$ cat config.mk
export PLATFORM = sky130hd
export DESIGN_NAME = csp_div
export DESIGN_NICKNAME = d
export VERILOG_FILES = /design/src/rtl/csp_pkg.sv /design/src/rtl/csp_div.sv
export SDC_FILE = /design/constraint.sdc
export NUM_CORES = 1
export LEC_CHECK = 0
export ABC_AREA = 1
export BUFFER_PORTS_ARGS = -buffer_cell sky130_fd_sc_hd__buf_4
export CORE_MARGIN = 2
export CORE_UTILIZATION = 35
export CTS_CLUSTER_SIZE = 28
export DETAILED_ROUTE_END_ITERATION = 10
export HOLD_SLACK_MARGIN = 0.03
export PLACE_DENSITY = 0.62
export REMOVE_ABC_BUFFERS = 1
export SLEW_MARGIN = 0
export SYNTH_ARGS = -nofsm -noshare
export SYNTH_HDL_FRONTEND = slang
export SYNTH_SLANG_ARGS = --single-unit
$ cat constraint.sdc
create_clock -name clk -period 22.8 [get_ports clk]
set_input_delay 3.42 -clock clk [delete_from_list [all_inputs] [get_ports clk]]
set_output_delay 3.42 -clock clk [all_outputs]
set_load 0.02 [all_outputs]
$ cat src/rtl/csp_pkg.sv
// ----------------------------------------------------------------------------
// csp_pkg
// Shared types, constants and fixed-point helpers for the cubic spline core.
// ----------------------------------------------------------------------------
package csp_pkg;

  localparam int KNOT_COUNT = 4;
  localparam int FRAC_BITS  = 16;

  // divider operand width (signed), covers numerators and 3*h divisors
  localparam int DIV_W = 36;

  localparam logic [1:0] OP_LOAD  = 2'd0;
  localparam logic [1:0] OP_SOLVE = 2'd1;
  localparam logic [1:0] OP_EVAL  = 2'd2;

  typedef struct packed {
    logic        [1:0]  op;
    logic        [1:0]  knot_index;
    logic signed [31:0] knot_time;
    logic signed [31:0] pos_x;
    logic signed [31:0] pos_y;
    logic signed [31:0] pos_z;
    logic signed [31:0] query_time;
  } cmd_t;

  typedef struct packed {
    logic signed [31:0] out_x;
    logic signed [31:0] out_y;
    logic signed [31:0] out_z;
    logic               in_range;
  } res_t;

  function automatic logic signed [31:0] sat32(input logic signed [63:0] v);
    if (v > 64'sd2147483647) begin
      return 32'sh7fffffff;
    end else if (v < -64'sd2147483648) begin
      return 32'sh80000000;
    end else begin
      return v[31:0];
    end
  endfunction

endpackage

$ cat src/rtl/csp_div.sv
// ----------------------------------------------------------------------------
// csp_div
// Shared radix-2 restoring divider: (n*2^FRAC)/d toward zero, saturated,
// zero for a zero divisor. One quotient bit per cycle.
// ----------------------------------------------------------------------------
module csp_div (
  input  logic                             clk,
  input  logic                             rst,
  input  logic                             start,
  input  logic signed [csp_pkg::DIV_W-1:0] n,
  input  logic signed [csp_pkg::DIV_W-1:0] d,
  output logic                             done,
  output logic signed [31:0]               res
);

  localparam int DW = csp_pkg::DIV_W;
  localparam int NU = DW + csp_pkg::FRAC_BITS;
  localparam int CW = $clog2(NU + 1);
  localparam logic [NU-1:0] QMAX = NU'(32'h7fffffff);
  localparam logic [NU-1:0] QMIN = NU'(33'h080000000);

  logic          busy;
  logic          fin;
  logic [CW-1:0] cnt;
  logic [NU-1:0] quo;
  logic [DW-1:0] rem;
  logic [DW-1:0] du;
  logic          neg;
  logic [DW-1:0] absn;
  logic [DW-1:0] absd;
  logic [DW:0]   rem_sh;
  logic          ge;
  logic [DW-1:0] rem_nx;

  assign absn   = n[DW-1] ? DW'(-n) : DW'(n);
  assign absd   = d[DW-1] ? DW'(-d) : DW'(d);
  assign rem_sh = {rem, quo[NU-1]};
  assign ge     = rem_sh >= {1'b0, du};
  assign rem_nx = ge ? DW'(rem_sh - {1'b0, du}) : DW'(rem_sh);

  always_ff @(posedge clk) begin
    if (rst) begin
      busy <= 1'b0;
      fin  <= 1'b0;
      done <= 1'b0;
    end else begin
      done <= 1'b0;
      if (start) begin
        if (d == '0) begin
          res  <= 32'sd0;
          done <= 1'b1;
        end else begin
          busy <= 1'b1;
          cnt  <= CW'(NU);
          quo  <= {absn, {csp_pkg::FRAC_BITS{1'b0}}};
          rem  <= '0;
          du   <= absd;
          neg  <= n[DW-1] ^ d[DW-1];
        end
      end else if (busy) begin
        quo <= {quo[NU-2:0], ge};
        rem <= rem_nx;
        cnt <= cnt - 1'b1;
        if (cnt == CW'(1)) begin
          busy <= 1'b0;
          fin  <= 1'b1;
        end
      end else if (fin) begin
        fin  <= 1'b0;
        done <= 1'b1;
        if (neg) begin
          res <= (quo > QMIN) ? 32'sh80000000 : 32'(~quo[31:0] + 32'd1);
        end else begin
          res <= (quo > QMAX) ? 32'sh7fffffff : quo[31:0];
        end
      end
    end
  end

endmodule

==> metrics.md <==
| Metric | Value |
|---|---|
| Post-CTS Hold Buffers | `0` |
| Critical Path End Type | `register` |
| Depth of the CTS H-tree | `4` |
| Final Util | `40.2%` |
| Final TNS setup | `0 ns` |
| Vias per cell | `approximately 5.0` |
| Final RePlAce weighted congestion | `between 0.9 and 1` |
| Syn. warnings | `0` |
| Post-synth EDFFs | `roughly 160` |
| Final Setup Violations | `0` |
| Post-synthesis sequential area ratio | `38.3%` |
| Post-CTS setup buffer count | `0` |
| DRT antenna net count | `0` |
| Critical Path AT | `around 6.1 ns` |
| Initial detailed-routing violation count | `1,117` |
| FFs w/ async S/R, synth | `0%` |
| PD cells | `61.2 nW/um^2` |
| Status | `finished, final reports clean` |
| Lkg Pwr | `6.69 nW` |
| Core footprint | `36,500 sq um` |
| Fin crit share | `26.6%` |
| Yosys cell types | `44` |
| Synthesized flop and latch total | `166` |
| Worst Tran Pin Value | `1.09 ns` |
| Clk buf depth | `2` |
| First-pass GRT wire length | `between 50,000 and 60,000 microns` |
| VDD IR max | `51.5 uV` |
| Clk slew on worst S/H paths | `0.06 ns` |
| DR vias | `12,100` |
| First-pass DRT Iterations | `5` |
| Worst skew pair latency | `between 0.4 and 0.5 ns` |
| Max-slew violations | `0` |
| GRT overflow | `0` |
| CP Data Required Time | `22.86 ns` |
| Reg area | `approximately 5000 sq um` |
| Drt drc | `0` |
| Nets | `2,030` |
| RR Endpoint | `res[16]` |
| Slew headroom | `27.1%` |
| Worst setup path startpoint | `start` |
| Synth Cell Area | `~13,000 sq um` |
| CTS tree | `yes` |
| Max-Cap Viols | `0` |
| Hold Fails Final Rpt | `0` |
| Initial antenna violation count | `0` |
| Initial Util | `35.4%` |
| Antenna fix cells | `0` |
| Rows | `70` |
| Top_reg_cell synth | `edfxtp_1` |
| Post-CTS sizing | `0` |
| Sink Count | `166` |
| Clock root cell | `clkbuf_16` |
| Die width | `196 microns` |
| RSZ-0062 raised after global routing | `no` |
| CP Launch Type | `primary input` |
| Die Y | `196 microns` |
| Worst r2r src | `quo[33]` |
| Die ar. | `38,500 sq um` |
| Share of layout cells above drive strength 1 | `9.92%` |
| Setup Crit Path Kind | `in -> reg` |
| Filler Cell Count | `3,733` |
| Minimum clock period | `6.06 ns` |
| Clk_skew | `0.0247 ns` |
| Number of I/O pins | `~110` |
| Post-synthesis average cell area | `7.07 sq um` |
| Fmax | `about 160 MHz` |
| Vias in the first global route | `11,400` |
| IO buf count | `107` |
| Worst hold stages | `2` |
| Routed WL per cell | `around 15 microns` |
| HP Start | `fin` |
| CP max FO | `97` |
| Drt total wl | `36,800 microns` |
| Area of the multi-input gates | `between 6000 and 7000 sq um` |
| CTS Buf Count | `17` |
| GRT Overall Usage | `19.4%` |
| Largest net degree at the start of global routing | `98` |
| Synth Instances | `1,829` |
| Hold EP | `fin` |
| R2R depth | `9` |
| Min-Delay Path Class | `reg -> reg` |
| Area growth syn-to-layout | `13.6%` |
| R2R Setup Slk | `19.83 ns` |
| Estimated wirelength of the detail-placed design | `28,400 microns` |
==> worst max-delay path, cell delays in order <==
cell and delay [ns]:
buf_4 0.26, buf_4 0.82, nor2_1 0.18, nor3_2 0.20, buf_4 0.45, buf_4 0.69
==> worst max-delay path by stage <==
stage | endpoint | depth (start not counted)
after floorplan | cnt[0] | 9
after global placement | rem[5] | 6
after detailed placement | rem[8] | 6
after CTS | rem[14] | 6
after global routing | rem[16] | 6
final | rem[14] | 6
==> power by group <==
group          switching [W]  total (W)  leakage, nW  internal [W]
registers          0.0000127   0.000376         1.57      0.000363
logic               0.000158   0.000238         4.84     0.0000800
clock network       0.000124   0.000285        0.278      0.000161
==> Yosys cell counts, types with 8 or more instances <==
cell type | n | share of area, %
ha_1 | 41 | 4.0
inv_1 | 278 | 8.1
nand2_2 | 10 | 0.48
xnor2_1 | 12 | 0.81
nand3_1 | 140 | 5.4
nand4_1 | 57 | 2.8
o21ai_0 | 76 | 2.9
nor2_1 | 234 | 6.8
edfxtp_1 | 163 | 38
xor2_1 | 70 | 4.7
nor2_2 | 16 | 0.77
buf_6 | 8 | 0.70
nand2_1 | 500 | 15
nor3_1 | 18 | 0.70
a21oi_1 | 85 | 3.3
clkbuf_1 | 25 | 0.73
o21ai_1 | 8 | 0.31
nand3b_1 | 11 | 0.64
==> per-stage QoR <==
step	setup slack, ns	hold slack, ns	cell area [sq um]	total power (W)	cells
floorplan	11.65	0.433	12700	0.000543	1781
global placement	16.28	0.448	14100	0.000615	2362
detailed placement	16.25	0.466	14100	0.000618	2362
CTS	16.72	0.476	14700	0.000903	2394
global route	16.51	0.488	14700	0.000948	2394
finish	16.74	0.480	14700	0.000899	2394
==> registers in the layout (all words and copies together) (netlist names) <==
name	count
quo	52
du	36
rem	36
res	32
cnt	6
busy	1
done	1
fin	1
neg	1
==> routing by layer <==
metal	GRT usage, %	vias up	share of wire [%]
met3	2.49	45	4.6
met4	5.81	0	1.8
met5	0	-	0
li1	-	6097	-
met2	31.6	314	46
met1	26.9	5612	47
==> cells by family after synthesis <==
group	after synthesis	share of synthesized area, %
AO/OA/AOI/OAI	189	7.63
XOR/XNOR	82	5.55
adder cells (fa/ha/maj)	42	4.12
buffers and inverters	330	10.3
flip-flops	166	38.3
AND/OR/NAND/NOR	1020	34.1
==> area by class of cell <==
cell class	instances	area share, %
inverter	282	7.20
tap	468	3.99
multi-input combinational	1333	45.5
clock buffer	19	2.95
clock inverter	13	0.877
timing repair buffer	113	5.77
sequential	166	33.7
==> cell usage in the layout (no fill, tap or decap), types with 2 or more instances in the layout <==
cell type	count
nand3b_1	11
nand4_1	57
nor2_1	234
nand3_1	140
inv_1	278
dfxtp_1	3
nor2_2	16
and2_1	6
edfxtp_1	163
o21ai_0	76
inv_6	2
bufinv_16	2
nor2_4	2
clkinv_1	3
and3_1	3
buf_4	113
ha_1	41
o21ai_1	8
xor2_1	70
inv_2	3
nor3_2	4
nor4_1	6
clkbuf_1	2
a21oi_1	84
clkbuf_16	17
o21bai_1	6
nor3b_1	2
nand2_2	10
or2_2	7
a31oi_1	7
o31ai_1	3
clkinv_2	5
nand2_1	500
xnor2_1	12
nand3_2	3
nor3_1	17
Note: power is estimated with default switching activity, not from simulation.
