===== src/rtl/csp_pkg.sv =====
// ----------------------------------------------------------------------------
// csp_pkg
// Shared types, constants and fixed-point helpers for the cubic spline core.
// ----------------------------------------------------------------------------
package csp_pkg;

  localparam int KNOT_COUNT = 4;
  localparam int FRAC_BITS  = 16;

  // divider operand width (signed), covers numerators and 3*h divisors
  localparam int DIV_W = 36;

  localparam logic [1:0] OP_LOAD  = 2'd0;
  localparam logic [1:0] OP_SOLVE = 2'd1;
  localparam logic [1:0] OP_EVAL  = 2'd2;

  typedef struct packed {
    logic        [1:0]  op;
    logic        [1:0]  knot_index;
    logic signed [31:0] knot_time;
    logic signed [31:0] pos_x;
    logic signed [31:0] pos_y;
    logic signed [31:0] pos_z;
    logic signed [31:0] query_time;
  } cmd_t;

  typedef struct packed {
    logic signed [31:0] out_x;
    logic signed [31:0] out_y;
    logic signed [31:0] out_z;
    logic               in_range;
  } res_t;

  function automatic logic signed [31:0] sat32(input logic signed [63:0] v);
    if (v > 64'sd2147483647) begin
      return 32'sh7fffffff;
    end else if (v < -64'sd2147483648) begin
      return 32'sh80000000;
    end else begin
      return v[31:0];
    end
  endfunction

endpackage


===== src/rtl/csp_mul.sv =====
// ----------------------------------------------------------------------------
// csp_mul
// Shared fixed-point multiplier: (a*b)/2^FRAC truncated toward zero, saturated.
// start runs through the stage1 and done registers while a*b runs through prod and res.
// ----------------------------------------------------------------------------
module csp_mul (
  input  logic               clk,
  input  logic               rst,
  input  logic               start,
  input  logic signed [31:0] a,
  input  logic signed [31:0] b,
  output logic               done,
  output logic signed [31:0] res
);

  localparam logic signed [63:0] BIAS = (64'sd1 <<< csp_pkg::FRAC_BITS) - 64'sd1;

  logic signed [63:0] prod;
  logic signed [63:0] biased;
  logic signed [63:0] shifted;
  logic               stage1;

  assign biased  = prod + (prod[63] ? BIAS : 64'sd0);
  assign shifted = biased >>> csp_pkg::FRAC_BITS;

  always_ff @(posedge clk) begin
    if (rst) begin
      stage1 <= 1'b0;
      done   <= 1'b0;
    end else begin
      stage1 <= start;
      done   <= stage1;
    end
    prod <= 64'(a) * 64'(b);
    res  <= csp_pkg::sat32(shifted);
  end

endmodule


===== config.mk =====
export PLATFORM = sky130hd
export DESIGN_NAME = csp_mul
export DESIGN_NICKNAME = d
export VERILOG_FILES = /design/src/rtl/csp_pkg.sv /design/src/rtl/csp_mul.sv
export SDC_FILE = /design/constraint.sdc
export NUM_CORES = 2
export LEC_CHECK = 0
export CORE_UTILIZATION = 30
export DETAILED_ROUTE_END_ITERATION = 8
export DONT_BUFFER_PORTS = 1
export MAX_ROUTING_LAYER = met4
export PLACE_DENSITY = 0.53
export SETUP_SLACK_MARGIN = 0.3
export SLEW_MARGIN = 10
export SYNTH_ARGS = -nofsm -noshare
export SYNTH_HDL_FRONTEND = slang
export SYNTH_SLANG_ARGS = --single-unit

===== constraint.sdc =====
create_clock -name clk -period 14.4 [get_ports clk]
set_input_delay 2.16 -clock clk [delete_from_list [all_inputs] [get_ports clk]]
set_output_delay 2.16 -clock clk [all_outputs]
set_load 0.005 [all_outputs]

==> flow_metrics.py <==
metrics = {
    "clock_network": {
        "worstSkewPairLatency_ns": 0.36,
        "cts_max_level": 3,
        "cts_hold_repair.buffers": 0,
        "cts-buffers-inserted": 9,
        "ctsResizeCount": 0,
        "cts_tree": "yes",
        "cts.clk_slew.worst_paths_ns": 0.07,
        "cts.path.max_buffers": 2,
        "post_cts.repair.setup_buffers": 0,
        "cts_root_buffer": "sky130_fd_sc_hd__clkbuf_16",
        "cts_sinks": 98,
    },
    "worst_hold_path": {
        "whs_endpoint": "done$_SDFF_PP0_",
        "holdCritPathClass": "reg -> reg",
        "hp-start": "stage1$_SDFF_PP0_",
        "instance_count_along_the_most_critical_hold_path": 1,
    },
    "run_status": {
        "run_status": "finished clean",
    },
    "synth": {
        "synth_edf_count": 0,
        "synth.ff_latch_count": 98,
        "synthesis.area_mm2": 0.03947,
        "post_synth_inst_count": 4174,
        "syn-num-nets": 5522,
        "synth_async_sr_flop_share_pct": 0,
        "number_of_distinct_library_cells_after_synthesis": 68,
        "post-synth-top-area-fraction_pct": 54.88,
        "ys.flop_type": "sky130_fd_sc_hd__dfxtp_1",
        "synth_sequential_area_ratio_pct": 4.971,
        "postSynthAreaPerCell_um2": 9.456,
        "synth_top_cell_by_area": "sky130_fd_sc_hd__fa_1",
        "ys.warnings.count": 0,
        "yosys-top-cells-area": "sky130_fd_sc_hd__fa_1, sky130_fd_sc_hd__inv_1, sky130_fd_sc_hd__and2_1, sky130_fd_sc_hd__ha_1, sky130_fd_sc_hd__nand2_1",
    },
    "sta": {
        "time_the_worst_path_needs_with_i_o_delays_and_setup_ns": 9.627,
        "finalSetupViolations": 0,
        "fin_ws_ns": 4.773,
        "slew_viol_final": 0,
        "worst_hold_slack_ns": 0.4463,
        "timing.final.crit_share_pct": 66.85,
        "hold_violations": 0,
        "max_slew.worst_pin.slew_ns": 1.079,
        "setup_tns_ns": 0,
        "max_freq_mhz": 103.9,
        "rsz0062_at_grt": "no",
        "finClkSkew_ns": 0.009158,
        "timing.slew.headroom_pct": 28.07,
    },
    "setup_path": {
        "cp-start-kind": "primary input",
        "timing.reg2reg.worst_path_depth": 11,
        "worst_ep_required_time_ns": 14.65,
        "reg2reg_slack_ns": 9.87,
        "cp.buffers_inverters": 3,
        "worst_setup_path_startpoint": "a[31]",
        "crit_path_top_delay_cell": "sky130_fd_sc_hd__fa_1",
        "rr_startpoint": "prod[63]$_DFF_P_",
        "critical-path-max-stage-delay_ns": 0.95,
        "crit_family": "adder cells",
        "timing.critical_path.to_type": "flip-flop",
        "worstPathArrival_ns": 9.88,
        "critPathMostFrequentCell": "sky130_fd_sc_hd__fa_1",
        "critical_path_peak_fanout": 32,
        "timing_worst_setup_path_type": "in -> reg",
        "r2r-end": "res[0]$_SDFF_PN1_",
        "critical_path.cell_chain": "nand2_1, fa_1, fa_1, inv_1, fa_1, fa_1, fa_1, fa_1, fa_1, inv_1, fa_1, inv_1, ha_1, a21oi_1, o21ai_0, or4_1, a221oi_1, nor2b_1, o21ai_0, o211ai_1, a31oi_1, o21ai_0, xor2_1",
    },
    "global_route": {
        "grt_util_all_layers_pct": 17.02,
        "first_pass_grt_wire_length_mm": 169.7,
        "grt_antenna_before_repair": 1,
        "grt-ovfl-total": 0,
        "grt_start_max_net_pins": 33,
        "vias_in_the_first_global_route": 30315,
    },
    "place": {
        "detailedPlacementHpwl_mm": 84.54,
        "pre_cts_slack_ns": 4.384,
        "placement.cell_area_mm2": 0.04089,
        "port_buffers": 0,
        "globalplace.congestion": 0.8327,
    },
    "floorplanning": {
        "dieHeight_um": 364.7,
        "dieArea_mm2": 0.1330,
        "count_of_standard_cell_rows": 132,
        "starting_utilization_of_the_core_area_pct": 30.37,
        "ios": 100,
        "floorplan.core_area_mm2": 0.1300,
        "die_width_um": 364.7,
    },
    "job": {
        "max-cap-violations": 0,
    },
    "drt": {
        "detailroute.via_count": 26256,
        "drt-pass1-iter-count": 5,
        "avgViaCountPerCell": 4.580,
        "finalWirelength_mm": 103.4,
        "drc": 0,
        "drt-initial-drc-count": 1181,
        "drtAntennaViolNets": 0,
        "detail_route.wl_per_cell_um": 18.04,
    },
    "cells_and_area": {
        "fin_nets": 5334,
        "synthToLayoutAreaGrowth_pct": 4.400,
        "final_layout_size_suffix_gt1_share_pct": 1.504,
        "finish.instance_area_mm2": 0.04121,
    },
}
-- sequential cells by signal (all words and copies together) (netlist names) --
register and count:
stage1 1, done 1, res 32, prod 64
-- final cells by class --
class / count / area, µm²
clock inverter: 4 / 76.32
fill: 13632 / 88770
sequential: 98 / 1962
timing repair buffer: 3 / 22.52
tap: 1742 / 2180
clock buffer: 11 / 242.7
antenna: 1 / 2.502
multi-input combinational: 2861 / 32920
inverter: 1013 / 3802
-- metal layers --
| layer | up-vias | GRT usage (%) | wire length (µm) |
|---|---|---|---|
| li1 | 11619 | - | - |
| met5 | - | - | 0 |
| met1 | 14086 | 19.39 | 41040 |
| met3 | 127 | 2.010 | 3552 |
| met2 | 424 | 31.46 | 56120 |
| met4 | 0 | 4.062 | 2707 |
-- cells in the final DEF (no fill, tap or decap), types with 5 or more instances in the layout --
cell type / n
sky130_fd_sc_hd__ha_1: 199
sky130_fd_sc_hd__o21ai_0: 39
sky130_fd_sc_hd__fa_1: 1082
sky130_fd_sc_hd__o21ai_2: 22
sky130_fd_sc_hd__o211ai_1: 5
sky130_fd_sc_hd__o21ai_1: 8
sky130_fd_sc_hd__nand3_1: 28
sky130_fd_sc_hd__o21a_1: 10
sky130_fd_sc_hd__xnor2_1: 68
sky130_fd_sc_hd__o21bai_1: 8
sky130_fd_sc_hd__nand2_1: 551
sky130_fd_sc_hd__clkbuf_16: 9
sky130_fd_sc_hd__nor2b_1: 8
sky130_fd_sc_hd__o31ai_2: 8
sky130_fd_sc_hd__a31oi_1: 9
sky130_fd_sc_hd__or3_1: 6
sky130_fd_sc_hd__a21oi_1: 58
sky130_fd_sc_hd__dfxtp_1: 98
sky130_fd_sc_hd__and2_1: 497
sky130_fd_sc_hd__nand2b_1: 17
sky130_fd_sc_hd__a211oi_1: 10
sky130_fd_sc_hd__nor2_1: 68
sky130_fd_sc_hd__and3_1: 13
sky130_fd_sc_hd__xor2_1: 28
sky130_fd_sc_hd__nor3_1: 17
sky130_fd_sc_hd__nand4_1: 11
sky130_fd_sc_hd__a21boi_0: 6
sky130_fd_sc_hd__inv_1: 1013
sky130_fd_sc_hd__a21o_1: 33
-- cell families (layout without fill, tap and decap cells) --
group	Yosys count	count (layout)	synth area share (%)
and+or+nand+nor	1240	1240	15.72
DFF	98	98	4.971
xor gates and xnor gates	96	96	2.130
buffers and inverters	1215	1031	11.65
other	0	1	0
AOI/OAI and AO/OA	242	242	4.292
muxes	2	2	0.05389
adders and majority gates	1281	1281	61.19
-- Yosys cell counts (3+ instances only) --
library cell and count:
sky130_fd_sc_hd__and4_1 4, sky130_fd_sc_hd__dfxtp_1 98, sky130_fd_sc_hd__nor4_1 3, sky130_fd_sc_hd__ha_1 199
sky130_fd_sc_hd__nor2b_1 8, sky130_fd_sc_hd__nor3_1 17, sky130_fd_sc_hd__fa_1 1082, sky130_fd_sc_hd__nand3_1 28
sky130_fd_sc_hd__clkbuf_1 195, sky130_fd_sc_hd__a211o_1 4, sky130_fd_sc_hd__a21o_1 33, sky130_fd_sc_hd__nor2_1 68
sky130_fd_sc_hd__nand2_1 551, sky130_fd_sc_hd__and3_1 13, sky130_fd_sc_hd__o211ai_1 5, sky130_fd_sc_hd__or3_1 6
sky130_fd_sc_hd__a211oi_1 10, sky130_fd_sc_hd__o31ai_2 8, sky130_fd_sc_hd__o21ai_0 39, sky130_fd_sc_hd__o21a_1 10
sky130_fd_sc_hd__and2_1 497, sky130_fd_sc_hd__o21ai_1 8, sky130_fd_sc_hd__o21ai_2 22, sky130_fd_sc_hd__inv_1 1013
sky130_fd_sc_hd__buf_6 4, sky130_fd_sc_hd__nand2b_1 17, sky130_fd_sc_hd__a31oi_1 9, sky130_fd_sc_hd__nand4_1 11
sky130_fd_sc_hd__a21boi_0 6, sky130_fd_sc_hd__o21bai_1 8, sky130_fd_sc_hd__xor2_1 28, sky130_fd_sc_hd__a21oi_1 58
sky130_fd_sc_hd__xnor2_1 68
-- per-stage QoR --
| step | util [%] | std cells |
|---|---|---|
| CTS | 31.70 | 5732 |
| floorplan | - | 4174 |
| finish | 31.70 | 5733 |
| detailed placement | 31.46 | 5717 |
| global route | 31.70 | 5732 |
| global placement | 31.46 | 5717 |
-- worst max-delay path by stage --
| stage | depth (start not counted) | to | slack (ns) |
|---|---|---|---|
| 5_1_grt | 25 | prod[63]$_DFF_P_ | 4.26 |
| 6_report | 23 | prod[61]$_DFF_P_ | 4.77 |
| 2_1_floorplan | 25 | prod[61]$_DFF_P_ | 4.86 |
| 3_3_place_gp | 23 | prod[61]$_DFF_P_ | 4.48 |
| 3_5_place_dp | 22 | prod[58]$_DFF_P_ | 4.38 |
| 4_1_cts | 22 | prod[58]$_DFF_P_ | 4.78 |
Power is not shown: default switching activity piles up to over one toggle a cycle in this logic, so the estimate is an artifact.
